File: src/rtl/c2s_pkg.sv
package c2s_pkg;

	// Coordinates are scaled up to fill this many bits before the square
	// root and CORDIC chains, so everything past the front end is fixed width.
	localparam int SCALED_W = 32;

	localparam int SQ_RAD_W  = 64;
	localparam int SQ_ROOT_W = 32;
	localparam int SQ_REM_W  = SQ_ROOT_W + 2;

	localparam int ROT_W         = 34;
	localparam int ACC_W         = 28;
	localparam int ANG_FRAC_DROP = 11;
	localparam int ANG_W         = ACC_W - ANG_FRAC_DROP;

	localparam int AZ_W    = 16;
	localparam int EL_W    = 15;
	localparam int RANGE_W = 20;

	localparam logic signed [ACC_W-1:0] ANG_PI_2  = 28'sd26353589;
	localparam logic signed [ACC_W-1:0] ANG_ROUND = 28'sd1024;
	localparam logic signed [ANG_W-1:0] AZ_LIMIT  = 17'sd25736;
	localparam logic signed [ANG_W-1:0] EL_LIMIT  = 17'sd12868;
	localparam logic [RANGE_W-1:0]      RANGE_MAX = '1;

	localparam int ATAN_N = 24;

	// atan(2^-i), Q24 radians
	localparam logic signed [ACC_W-1:0] ATAN_TAB [ATAN_N] = '{
		28'sd13176795, 28'sd7778716, 28'sd4110060, 28'sd2086331,
		28'sd1047214,  28'sd524117,  28'sd262123,  28'sd131069,
		28'sd65536,    28'sd32768,   28'sd16384,   28'sd8192,
		28'sd4096,     28'sd2048,    28'sd1024,    28'sd512,
		28'sd256,      28'sd128,     28'sd64,      28'sd32,
		28'sd16,       28'sd8,       28'sd4,       28'sd2
	};

	typedef struct packed {
		logic [SQ_RAD_W-1:0]  rad;
		logic [SQ_REM_W-1:0]  rem;
		logic [SQ_ROOT_W-1:0] root;
	} sq_digit_t;

	typedef struct packed {
		sq_digit_t                  planar;
		sq_digit_t                  full;
		logic signed [SCALED_W-1:0] xs;
		logic signed [SCALED_W-1:0] ys;
		logic signed [SCALED_W-1:0] zs;
	} sq_lane_t;

	typedef struct packed {
		logic signed [ROT_W-1:0] x;
		logic signed [ROT_W-1:0] y;
		logic signed [ACC_W-1:0] acc;
		logic                    zero;
	} rot_t;

	typedef struct packed {
		rot_t               az;
		rot_t               el;
		logic [RANGE_W-1:0] rng;
	} cd_lane_t;

endpackage

File: src/rtl/c2s_sqrt_cell.sv
module c2s_sqrt_cell (
	input  logic              clk,
	input  logic              arst_n,
	input  logic              adv,
	input  logic              in_vld,
	input  c2s_pkg::sq_lane_t in_lane,
	output logic              out_vld,
	output c2s_pkg::sq_lane_t out_lane
);

	logic              vld_s1;
	c2s_pkg::sq_lane_t lane_s1;

	// One restoring root digit: bring down two radicand bits, try 4*root+1.
	function automatic c2s_pkg::sq_digit_t digit_step(input c2s_pkg::sq_digit_t d);
		logic [c2s_pkg::SQ_REM_W-1:0] r2;
		logic [c2s_pkg::SQ_REM_W-1:0] trial;
		c2s_pkg::sq_digit_t           n;
		r2    = {d.rem[c2s_pkg::SQ_REM_W-3:0], d.rad[c2s_pkg::SQ_RAD_W-1 -: 2]};
		trial = {d.root, 2'b01};
		n.rad = d.rad << 2;
		if (r2 >= trial) begin
			n.rem  = r2 - trial;
			n.root = {d.root[c2s_pkg::SQ_ROOT_W-2:0], 1'b1};
		end else begin
			n.rem  = r2;
			n.root = {d.root[c2s_pkg::SQ_ROOT_W-2:0], 1'b0};
		end
		return n;
	endfunction

	always_ff @(posedge clk or negedge arst_n) begin
		if (!arst_n) begin
			vld_s1 <= 1'b0;
		end else if (adv) begin
			vld_s1 <= in_vld;
		end
	end

	always_ff @(posedge clk) begin
		if (adv) begin
			lane_s1.planar <= digit_step(in_lane.planar);
			lane_s1.full   <= digit_step(in_lane.full);
			lane_s1.xs     <= in_lane.xs;
			lane_s1.ys     <= in_lane.ys;
			lane_s1.zs     <= in_lane.zs;
		end
	end

	assign out_vld  = vld_s1;
	assign out_lane = lane_s1;

endmodule

File: config.mk
export PLATFORM = sky130hd
export DESIGN_NAME = c2s_sqrt_cell
export DESIGN_NICKNAME = d
export VERILOG_FILES = /design/src/rtl/c2s_pkg.sv /design/src/rtl/c2s_sqrt_cell.sv
export SDC_FILE = /design/constraint.sdc
export NUM_CORES = 1
export LEC_CHECK = 0
export ABC_AREA = 1
export ABC_CLOCK_PERIOD_IN_PS = 1700
export BUFFER_PORTS_ARGS = -buffer_cell sky130_fd_sc_hd__buf_2
export CAP_MARGIN = 10
export CORE_AREA = 2 2 282 284
export DETAILED_ROUTE_END_ITERATION = 6
export DIE_AREA = 0 0 284 286
export HOLD_SLACK_MARGIN = 0.12
export PLACE_DENSITY_LB_ADDON = 0.15
export SLEW_MARGIN = 20
export SYNTH_ARGS = -nofsm -noshare
export SYNTH_HDL_FRONTEND = slang
export SYNTH_SLANG_ARGS = --single-unit
File: constraint.sdc
create_clock -name clk -period 1.7 [get_ports clk]
set_input_delay 0.255 -clock clk [delete_from_list [all_inputs] [get_ports clk]]
set_output_delay 0.255 -clock clk [all_outputs]
set_load 0.05 [all_outputs]
Word level (Yosys, flattened, before mapping):

Cells that the tools add are included.

* add/sub/neg operators: 2
* $lt $le $gt $ge: 2
* muxes and demuxes: 2

Operators with widths (number)
* two-way mux 66 bit: 2
* >= comparator 34 bit: 2
* subtractor 34 bit: 2

* flip-flop bits (word level): 353
* input port bits: 360
* word-level logic and storage cells: 16

Logic depth before layout (Yosys ltp):

* depth in word-level cells: 2
* gate-level depth with buffers: 16
* gate-level depth less buffers: 15

Worst setup path after synthesis:

OpenSTA, ideal clock, no wires.

* kind: input to register
* from: input in_lane[113] (netlist name)
* to: register lane_s1 (netlist bit out_lane[154]), data pin
* data arrival time: 1659 ps
* slack: -212 ps
* stages: 14
* path buffers: 1
* cell sequence: inv_1 -> ha_1 -> nand2_1 -> nor2_1 -> nand2_1 -> nor2_1 -> nand2_1 -> nand3_2 -> nand2_2 -> nand2_8 -> inv_6 -> buf_6 -> nand2_2 -> nand2_1

* word-level cells in the longest chain between the ends: 2

RTL lines
* start: declaration: RTL line c2s_sqrt_cell.sv:6 `input c2s_pkg::sq_lane_t in_lane,`
* subtractor 34 bit or >= comparator 34 bit (tied branches): RTL line c2s_sqrt_cell.sv:23, c2s_sqrt_cell.sv:22
* two-way mux 66 bit *: RTL line c2s_sqrt_cell.sv:22 `if (r2 >= trial) begin`
* end: declaration: RTL line c2s_sqrt_cell.sv:12 `c2s_pkg::sq_lane_t lane_s1;`

Every way passes the cells marked *; elsewhere a longest branch is shown, timed or not.
A chain may end at the register's enable or synchronous reset.

Worst setup path in the final report:

* from: register lane_s1 (netlist bit out_lane[95])
* to: output out_lane[95] (netlist name)

RTL lines
* end: declaration: RTL line c2s_sqrt_cell.sv:8 `output c2s_pkg::sq_lane_t out_lane`

No word-level cell between the ends.

==> summary.txt <==
Critical path
  – CP top delay family: flip-flops
  – Critical-path top delay cell: edfxtp_1
  – Critical Path, Cell by Cell: buf_4
  – Worst r2r dst: out_vld
  – Crit path DAT: 1.37 ns
  – Crit-path max FO: 1
  – CP peak stage delay: 0.53 ns
  – Reg-to-Reg Start: out_vld
  – Element type at the critical path start: flop
  – Worst reg2reg path depth: 1
  – Kind of critical path: reg -> out
  – Worst path buffer plus inverter count: 1
  – FF-to-FF setup slack: 0.95 ns
  – Setup crit end kind: output pin
  – Worst EP required: 1.44 ns

Logic synthesis
  – Yosys top cell by area: edfxtp_1
  – Synth Flop Type: edfxtp_1
  – Syn Area/Cell: 10.34 um2
  – Mapped Area: 16660 um2
  – Register area share after synthesis: 63.61%
  – Distinct cell type count after synthesis: 37
  – #FFs+latches synth: 353
  – Area contributors post-synth: edfxtp_1 (63%), nand2_1 (12%), inv_1 (5.6%)
  – Synth Instances: 1611
  – Post-synth top area share: 63.46%
  – Ys Warns: 0
  – Ys async rst share: 0.2833%
  – Post-synth EDFFs: 352

Power and ir drop
  – PwrDens: 959.2 nW/um2
  – Max VDD drop: 0.6258 mV
  – Pleak: 0.01399 uW

Run
  – Max cap viols: 0

Clocking
  – Clk Latency, worst-skew pair: 0.58 ns
  – Root Buffer: clkbuf_16
  – CTS tree: built
  – Total CTS buffers: 44
  – Clock-pin slew on the worst setup and hold paths: 0.06 ns
  – H-tree levels: 2
  – Sink Count: 353
  – Clk buf depth: 3

Worst hold path
  – Hold path endpoint: out_lane[258]
  – Hold Path Cell Cnt: 4
  – Origin of the worst min-delay path: in_lane[354]
  – Worst hold path type: in -> reg

STA
  – Slew @ Worst Pin: 0.5247 ns
  – Fin Clk Skew: 0 ns
  – Final Hold Viols: 0
  – Setup TNS: 0 ns
  – Tcrit/Tclk final: 95.81%
  – Slew Limit Headroom: 65.02%
  – Fmax: 0.6139 GHz
  – Max Slew Vio Count: 0
  – Setup-failing EPs final: 0
  – Tmin final: 1.629 ns

Route
  – Drt via density: 4.008
  – Via count: 16.37k
  – Detailed Route WL: 75250 um
  – First drt pass iteration count: 7
  – Routed len/inst: 18.42 um
  – DR iter-0 viols: 799
  – Final ANT Viol Nets: 0
  – DRC: 0

Placed design
  – Port Buffer Count: 708
  – GPL Wtd Cong: 0.8699
  – Post-DP HPWL: 60420 um
  – Placed insts: 3644

Floorplanning
  – Die outline area: 81220 um2
  – Die Width: 284 um
  – Row Count: 103
  – Core footprint: 78360 um2
  – Die Y: 286 um
  – IO Pins: 717
  – Initial Util: 21.26%

Global routing
  – Global-route wire length before repair: 109600 um
  – Vias in the first global route: 17.29k
  – Largest net degree at the start of global routing: 78
  – Grt total ovfl: 0
  – GRT Util Overall: 17.98%
  – Antenna violations before repair: 17

Status
  – Outcome: finished clean

Layout
  – Synth-to-layout area growth: 79.60%
  – Non-filler cells, final: 4084
  – Layout Nets: 3422
  – Share of layout cells above drive strength 1: 41.72%
[area by class of cell]
type	instances	area (um2)
diodes	4	10.01
inverters	251	982.2
clock inverters	34	277.8
multi-input cells	994	6146
repair buffers	1350	9474
clock buffers	48	1116
flip-flops and latches	353	10600
fillers	7982	48440
well taps	1050	1314
[Yosys cell counts (2+ instances only)]
master	instances
a21o_1	2
a21oi_1	57
a21oi_2	2
and2_1	2
buf_4	7
buf_6	9
edfxtp_1	352
ha_1	68
inv_1	248
nand2_1	550
nand2_2	14
nand3_1	76
nand3b_1	15
nand4_1	16
nor2_1	96
nor2_2	7
nor3_1	10
nor4_1	3
o21ai_0	21
o21bai_1	7
xnor2_1	6
xor2_1	28
[where the power goes]
group          internal [uW]  switching, uW  total [uW]
clock network           5100           3960        9060
logic                   3080           5720        8800
registers              10500            305       10800
total                  18700           9990       28700
[repair_timing]
item	4_1_cts	5_1_grt
setup endpoints to repair	13	68
pin swaps	0	2
hold endpoints to repair	353	0
cloned	0	0
hold buffers	353	0
gates resized for setup	16	31
buffers inserted	0	1
[sequential cells by signal (all words and copies together), names as in the netlist]
register,flops
out_vld,1
out_lane,352
[per-stage QoR]
step                power (uW)  util [%]  worst slack, ns  area (um2)  hold slack (ns)
floorplan                15920         -         -0.09880       17790         -0.04059
global placement         19140     31.67          -0.6067       24820          0.03257
global route             30030     38.17       -0.0006652       29910           0.1568
CTS                      29090     38.02         0.004820       29790           0.1357
detailed placement       19140     31.67          -0.6227       24820          0.03407
finish                   28690     38.18          0.07119       29910           0.1677
[metal layers]
metal  global-route usage, %  vias to the layer above  share of wire (%)
li1                        -                     8073                  -
met1                   21.00                     7656                 40
met2                   32.81                      520                 51
met3                   3.676                      113                5.5
met4                   5.816                        6                3.2
met5                       0                        -              0.052
[logic make-up (layout without fill, tap and decap cells)]
family	Yosys count	in the layout	synth area share [%]
buffers and inverters	267	1683	6.626
AND/OR/NAND/NOR	795	795	19.79
other	1	8	0.02251
AO/OA/AOI/OAI	92	92	2.990
adder cells (fa/ha/maj)	68	68	5.108
XOR/XNOR	34	34	1.788
multiplexers	1	1	0.06760
flip-flops	353	353	63.61
[cell usage in the layout (no fill, tap or decap), drive strengths merged]
cell | netlist | layout
or2 | 1 | 1
ha | 68 | 68
and2 | 2 | 2
edfxtp | 352 | 352
buf | 16 | 997
o21ai | 21 | 21
nand2 | 566 | 566
nor3b | 1 | 1
conb | 1 | 4
inv | 251 | 252
bufinv | 0 | 2
nor3 | 11 | 11
clkbuf | 0 | 48
xnor2 | 6 | 6
clkinvlp | 0 | 3
xor2 | 28 | 28
dfrtp | 1 | 1
a21o | 2 | 2
nor4 | 3 | 3
nand3b | 15 | 15
nand3 | 77 | 77
o21a | 1 | 1
diode | 0 | 4
a211oi | 1 | 1
clkinv | 0 | 28
dlygate4sd3 | 0 | 353
a21oi | 59 | 59
nor2 | 103 | 103
a21boi | 1 | 1
nand4 | 16 | 16
o21bai | 7 | 7
mux2 | 1 | 1
[worst max path at each step]
stage | startpoint | end | cells past startpoint
floorplan | in_lane[111] | out_lane[154] | 14
global placement | in_lane[126] | out_lane[147] | 12
detailed placement | in_lane[281] | out_lane[278] | 11
CTS | in_lane[249] | out_lane[278] | 12
global route | in_lane[249] | out_lane[291] | 13
finish | out_lane[95] | out_lane[95] | 1
Power figures use the tool's default switching activity.
